[src/sv/pfba_pkg.sv]
package pfba_pkg;

   // bitmap geometry
   localparam int BITMAP_BYTES = 4096;
   localparam int IDX_W        = $clog2(BITMAP_BYTES);
   localparam int PTR_W        = $clog2(BITMAP_BYTES + 1);
   localparam int ADDR_IDX_W   = 17;
   localparam int FRAME_SHIFT  = 12;
   localparam logic [7:0] BYTE_FULL = 8'hFF;

   // operation codes
   localparam logic [1:0] OP_ALLOC = 2'd0;
   localparam logic [1:0] OP_MARK  = 2'd1;
   localparam logic [1:0] OP_TEST  = 2'd2;
   localparam logic [1:0] OP_NONE  = 2'd3;

   // status codes
   localparam logic [1:0] STAT_OK    = 2'd0;
   localparam logic [1:0] STAT_FULL  = 2'd1;
   localparam logic [1:0] STAT_RANGE = 2'd2;

   typedef struct packed {
      logic [1:0]  op;
      logic [31:0] address;
   } req_type;

   typedef struct packed {
      logic [31:0] frame_address;
      logic        in_use;
      logic [1:0]  status;
   } rsp_type;

   typedef enum logic [2:0] {
      S_CLEAR,
      S_IDLE,
      S_DECODE,
      S_SCAN,
      S_ACC
   } state_type;

   typedef enum logic [1:0] {
      PTR_HOLD,
      PTR_START,
      PTR_NEXT
   } ptr_sel_type;

   typedef enum logic [1:0] {
      RES_NONE,
      RES_FOUND,
      RES_ACC
   } res_sel_type;

   typedef struct packed {
      logic        clr_en;
      logic        load;
      ptr_sel_type ptr_sel;
      logic        rsp_load;
      res_sel_type res_sel;
   } cmd_type;

   typedef struct packed {
      logic clr_done;
      logic is_alloc;
      logic is_access;
      logic in_range;
      logic hint_full;
      logic byte_full;
      logic scan_last;
      logic out_free;
   } stat_type;

endpackage

[src/sv/pfba_ctrl.sv]
module pfba_ctrl import pfba_pkg::*; (
   input  logic     clock,
   input  logic     reset,
   input  logic     req_valid,
   output logic     req_ready,
   input  stat_type stat,
   output cmd_type  cmd
);

   state_type state_ff;
   state_type state_in;

   always_ff @(posedge clock) begin
      if (reset) begin
         state_ff <= S_CLEAR;
      end else begin
         state_ff <= state_in;
      end
   end

   // next state
   always_comb begin
      state_in = state_ff;
      case (state_ff)
         S_CLEAR: begin
            if (stat.clr_done) state_in = S_IDLE;
         end
         S_IDLE: begin
            if (req_valid) state_in = S_DECODE;
         end
         S_DECODE: begin
            if (stat.is_alloc) begin
               if (!stat.hint_full) begin
                  state_in = S_SCAN;
               end else if (stat.out_free) begin
                  state_in = S_IDLE;
               end
            end else if (stat.is_access && stat.in_range) begin
               state_in = S_ACC;
            end else if (stat.out_free) begin
               state_in = S_IDLE;
            end
         end
         S_SCAN: begin
            if ((!stat.byte_full || stat.scan_last) && stat.out_free) begin
               state_in = S_IDLE;
            end
         end
         S_ACC: begin
            if (stat.out_free) state_in = S_IDLE;
         end
         default: state_in = S_CLEAR;
      endcase
   end

   // outputs
   always_comb begin
      req_ready    = 1'b0;
      cmd.clr_en   = 1'b0;
      cmd.load     = 1'b0;
      cmd.ptr_sel  = PTR_HOLD;
      cmd.rsp_load = 1'b0;
      cmd.res_sel  = RES_NONE;
      case (state_ff)
         S_CLEAR: begin
            cmd.clr_en = 1'b1;
         end
         S_IDLE: begin
            req_ready = 1'b1;
            cmd.load  = req_valid;
         end
         S_DECODE: begin
            if (stat.is_alloc && !stat.hint_full) begin
               cmd.ptr_sel = PTR_START;
            end else if (stat.is_access && stat.in_range) begin
               cmd.ptr_sel = PTR_START;
            end else begin
               cmd.rsp_load = stat.out_free;
               cmd.res_sel  = RES_NONE;
            end
         end
         S_SCAN: begin
            if (!stat.byte_full) begin
               cmd.rsp_load = stat.out_free;
               cmd.res_sel  = RES_FOUND;
            end else if (stat.scan_last) begin
               cmd.rsp_load = stat.out_free;
               cmd.res_sel  = RES_NONE;
            end else begin
               cmd.ptr_sel = PTR_NEXT;
            end
         end
         S_ACC: begin
            cmd.rsp_load = stat.out_free;
            cmd.res_sel  = RES_ACC;
         end
         default: begin
            req_ready = 1'b0;
         end
      endcase
   end

endmodule

[config.mk]
export PLATFORM = sky130hd
export DESIGN_NAME = pfba_ctrl
export DESIGN_NICKNAME = d
export VERILOG_FILES = /design/src/sv/pfba_pkg.sv /design/src/sv/pfba_ctrl.sv
export SDC_FILE = /design/constraint.sdc
export NUM_CORES = 1
export LEC_CHECK = 0
export BUFFER_PORTS_ARGS = -buffer_cell sky130_fd_sc_hd__buf_2
export CORE_AREA = 2 2 39 41
export CTS_BUF_LIST = sky130_fd_sc_hd__clkbuf_8
export DETAILED_ROUTE_END_ITERATION = 8
export DIE_AREA = 0 0 41 43
export PLACE_DENSITY = 0.53
export SYNTH_ARGS = -nofsm -noshare
export SYNTH_HDL_FRONTEND = slang
export SYNTH_SLANG_ARGS = --single-unit
export TNS_END_PERCENT = 10
[constraint.sdc]
create_clock -name clock -period 2.35 [get_ports clock]
set_input_delay 0.47 -clock clock [delete_from_list [all_inputs] [get_ports clock]]
set_output_delay 0.47 -clock clock [all_outputs]
set_load 0.1 [all_outputs]
After elaboration in Yosys (flattened, before gate mapping)

Index checks and enable logic that the tools add are counted.

Memory bits (read-only): 0
Bits in latches: 0
Logic and storage cells: 37
Flip-flop bits (word level): 3
Input bits: 11
Bits in writable memories: 0
Output and inout port bits: 8
Memories kept: 0

Eq/ne operators: 7
$mul: 0
Bitwise gates (word level): 0
Shifts and indexed selects: 0
Magnitude comparators: 0
Divide/modulo/power cells: 0
Reductions and logical operators: 8
Multiplexer cells: 21
Add/sub/neg operators: 0

Operators with widths:

| operator                                                              | count |
|---|---|
| 3-bit two-way mux                                                     | 11 |
| 3-bit one-hot mux with 5 select lines                                 | 1 |
| 3-bit one-hot mux with 3 select lines                                 | 1 |
| 3-bit by 2-bit equality test with 1-bit output, second input constant | 2 |
| 2-bit two-way mux                                                     | 3 |
| 2-bit inequality test, second input constant                          | 3 |
| 1-bit two-way mux                                                     | 4 |
| 2-bit one-hot mux with 2 select lines                                 | 1 |
| 3-bit by 1-bit equality test with 1-bit output, second input constant | 1 |
| 3-bit equality test, second input constant                            | 1 |
| 1-bit logical AND                                                     | 3 |
| 3-bit logical NOT                                                     | 1 |
| 3-bit AND reduction                                                   | 1 |
| 1-bit logical NOT                                                     | 2 |
| 1-bit logical OR                                                      | 1 |

Longest topological paths before layout

Depth in word-level cells: 5
Gate-level depth with buffers: 5
Gate-level depth less buffers: 4

Worst setup path before layout

No wires, ideal clock.

Path type: input to output
Start point: input port stat[6] (netlist name)
End point: output port cmd[3] (netlist name)
Data required time: 1.880 ns
Slack: -0.825 ns
Arrival: 2.705 ns
Stages: 3
Cell sequence: nor2b_4 -> a21oi_1 -> nor3_1

RTL lines:

| element         | line           | source |
|---|---|---|
| start, declared | pfba_ctrl.sv:6 | `input stat_type stat,` |
| end, declared   | pfba_ctrl.sv:7 | `output cmd_type cmd` |

==> impl_metrics.json <==
{
  "ctsHoldBuffers": 0,
  "hold_viol_final": 0,
  "design.die.area_um2": 1760,
  "outcome": "completed",
  "first_pass_iters": 4,
  "cts_setup_buffers": 0,
  "yosys.area.top_type_share_pct": 17.5,
  "hp-start": "reset",
  "top_regs": "state_ff: 3 flops",
  "hold_end": "state_ff[1]",
  "p_comb_share_pct": 59.5,
  "power_report.internal_total_w": 0.000257,
  "grt_pass1_wl_um": 1340,
  "cp.required_ns": 1.88,
  "placed_area_um2": 455,
  "cp-startpoint": "state_ff[0]",
  "p_total_w": 0.000581,
  "rsz0062_at_grt": "false",
  "maxCapViolations": 0,
  "rows": 14,
  "worst_skew_pair.late_latency_ns": 0.21,
  "synth-main-ff-cell": "dfxtp_1",
  "r2r_setup_slack_ns": 1.08,
  "setup_tns_ns": 0,
  "start_util_pct": 24.9,
  "num_antenna_cells": 0,
  "synthDistinctLibCells": 29,
  "hpwlAfterDp_um": 675,
  "finClkSkew_ns": 0.00257,
  "synth_edf_count": 0,
  "grt_pass1_vias": 336,
  "clk_pin_slew_ns": 0.03,
  "startpoint_type": "flop",
  "totalWireLength_um": 843,
  "worstSetupPathType": "reg2out",
  "p_switching_w": 0.000324,
  "max-vdd-ir-drop_v": 0.000525,
  "drv_slew": 0,
  "cts-resized-gates": 0,
  "end_kind": "primary output",
  "layout-drive-gt1-share_pct": 42.2,
  "worst_hold_path_type": "in2reg",
  "switching_share_pct": 55.7,
  "nets": 76,
  "dp_slack_ns": 0.312,
  "cts_buffer_depth": 2,
  "cts_root_buf": "clkbuf_8",
  "crit_buf_inv": 1,
  "cts.sinks": 3,
  "largest_reg_flops": 3,
  "cp.arrival_ns": 1.57,
  "post-route-period-util_pct": 86.6,
  "grt_use_total_pct": 10.9,
  "avgSynthCellArea_um2": 7.82,
  "path_cells": "nor3b_2, and2_1, buf_2",
  "async_flop_share_pct": 0,
  "p_per_area_nw_per_um2": 1160,
  "cp_slowest_cell": "dfxtp_1",
  "syn_area_um2": 344,
  "path_max_fanout": 9,
  "antenna_found_initial": 0,
  "gp_congestion": 0.683,
  "grt_overflow": 0,
  "final_cell_area_um2": 500,
  "holdPathStages": 2,
  "die_x_um": 41,
  "ys_ff_latch": 3,
  "p_seq_share_pct": 16.0,
  "tightest_slew_ns": 0.488,
  "cts_buffers": 3,
  "timing.slew.headroom_pct": 67.7,
  "yosys_warnings": 0,
  "routed_via_density": 5.15,
  "cts_tree": "yes",
  "remaining_drc_errors": 0,
  "yosys.area.top_type": "dfxtp_1",
  "pin_count": 19,
  "leakage_nw": 0.235,
  "die_y_um": 43,
  "cts_max_level": 1,
  "setup_viol": 0,
  "vias": 412,
  "r2r_start": "state_ff[0]",
  "fmax_ghz": 0.491,
  "slowest_delay_ns": 0.52,
  "fin_crit_ns": 2.04,
  "port_buffers": 18,
  "yosysSeqAreaShare_pct": 17.5,
  "drtIter0Drc": 9,
  "regToRegEndpoint": "state_ff[1]",
  "core_area_um2": 1380,
  "drtAntennaViolNets": 0,
  "final.setup.worst_slack_ns": 0.314,
  "ys_top_cells_by_area": "dfxtp_1, nand2b_1, o32ai_2",
  "syn_nets": 55,
  "wl_per_cell_um": 10.5,
  "regMostFlops": "state_ff",
  "synth_cells": 44,
  "reg2reg_depth": 4,
  "syn2layout_area_growth_pct": 45.5,
  "crit_family": "flip-flops",
  "clkPwrFrac_pct": 24.5,
  "grt_max_degree": 12
}
[final cells by class]
type                       count  area (um^2)
fill                         153          883
multi-input combinational     37          263
timing repair buffer          18          105
sequential                     3         60.1
clock buffer                   3         41.3
tap                           16         20.0
inverter                       2         7.51
clock inverter                 1         3.75
[worst max-delay path by stage]
stage,endpoint,slack [ns],cells after the start
6_report,cmd[5],0.31,3
5_1_grt,cmd[5],0.24,3
4_1_cts,cmd[2],0.31,6
3_5_place_dp,cmd[2],0.31,6
3_3_place_gp,cmd[2],0.32,6
2_1_floorplan,cmd[5],-0.73,3
[power by group through the flow]
stage / Combinational [W] / Clock, W / Sequential, W
6_report: 0.000345 / 0.000142 / 0.0000931
5_1_grt: 0.000369 / 0.000152 / 0.0000963
4_1_cts: 0.000347 / 0.000147 / 0.0000927
3_5_place_dp: 0.000347 / 0 / 0.0000936
3_3_place_gp: 0.000346 / 0 / 0.0000949
2_1_floorplan: 0.000316 / 0 / 0.0000724
[synth_stat cells, types with 2 or more instances]
cell type	n
a21o_1	2
nor3_1	3
a21oi_1	3
nand3b_1	2
nor2_1	3
o21a_1	2
nand2b_1	3
nand2_1	3
dfxtp_1	3
[per-stage QoR]
stage          cells  hold slack [ns]  util [%]
3_5_place_dp      76            0.727      32.9
6_report          80            0.509      36.2
3_3_place_gp      76            0.729      32.9
4_1_cts           80            0.503      36.2
5_1_grt           80            0.520      36.2
2_1_floorplan     44            0.567         -
[metal layers]
layer | track usage, % | routed length (um) | vias up
met2 | 16.6 | 412 | 17
met3 | 3.14 | 63 | 2
met4 | 4.00 | 8 | 0
li1 | - | - | 205
met1 | 14.1 | 359 | 188
met5 | 0 | 0 | -
[layout by cell type (no fill, tap or decap), drive strengths merged]
| master | count |
|---|---|
| buf | 18 |
| nor2 | 4 |
| nand2b | 3 |
| nand2 | 3 |
| a21oi | 3 |
| clkbuf | 3 |
| dfxtp | 3 |
| nor3 | 3 |
| inv | 3 |
| o21a | 2 |
| nand3b | 2 |
| a21o | 2 |
| nor2b | 2 |
| o32ai | 2 |
| nor3b | 1 |
| and3 | 1 |
| a211o | 1 |
| a211oi | 1 |
| and2 | 1 |
| a31oi | 1 |
| a21boi | 1 |
| or2 | 1 |
| mux2i | 1 |
| o21ai | 1 |
| a221oi | 1 |
[cells by family (layout without fill, tap and decap cells)]
group,count (synthesis),after routing,synth area share (%)
multiplexers,1,1,2.91
AND/OR/NAND/NOR,21,21,38.9
AO/OA/AOI/OAI,15,15,33.1
flip-flops,3,3,17.5
buffers and inverters,4,24,7.63
Power figures use the tool's default switching activity.
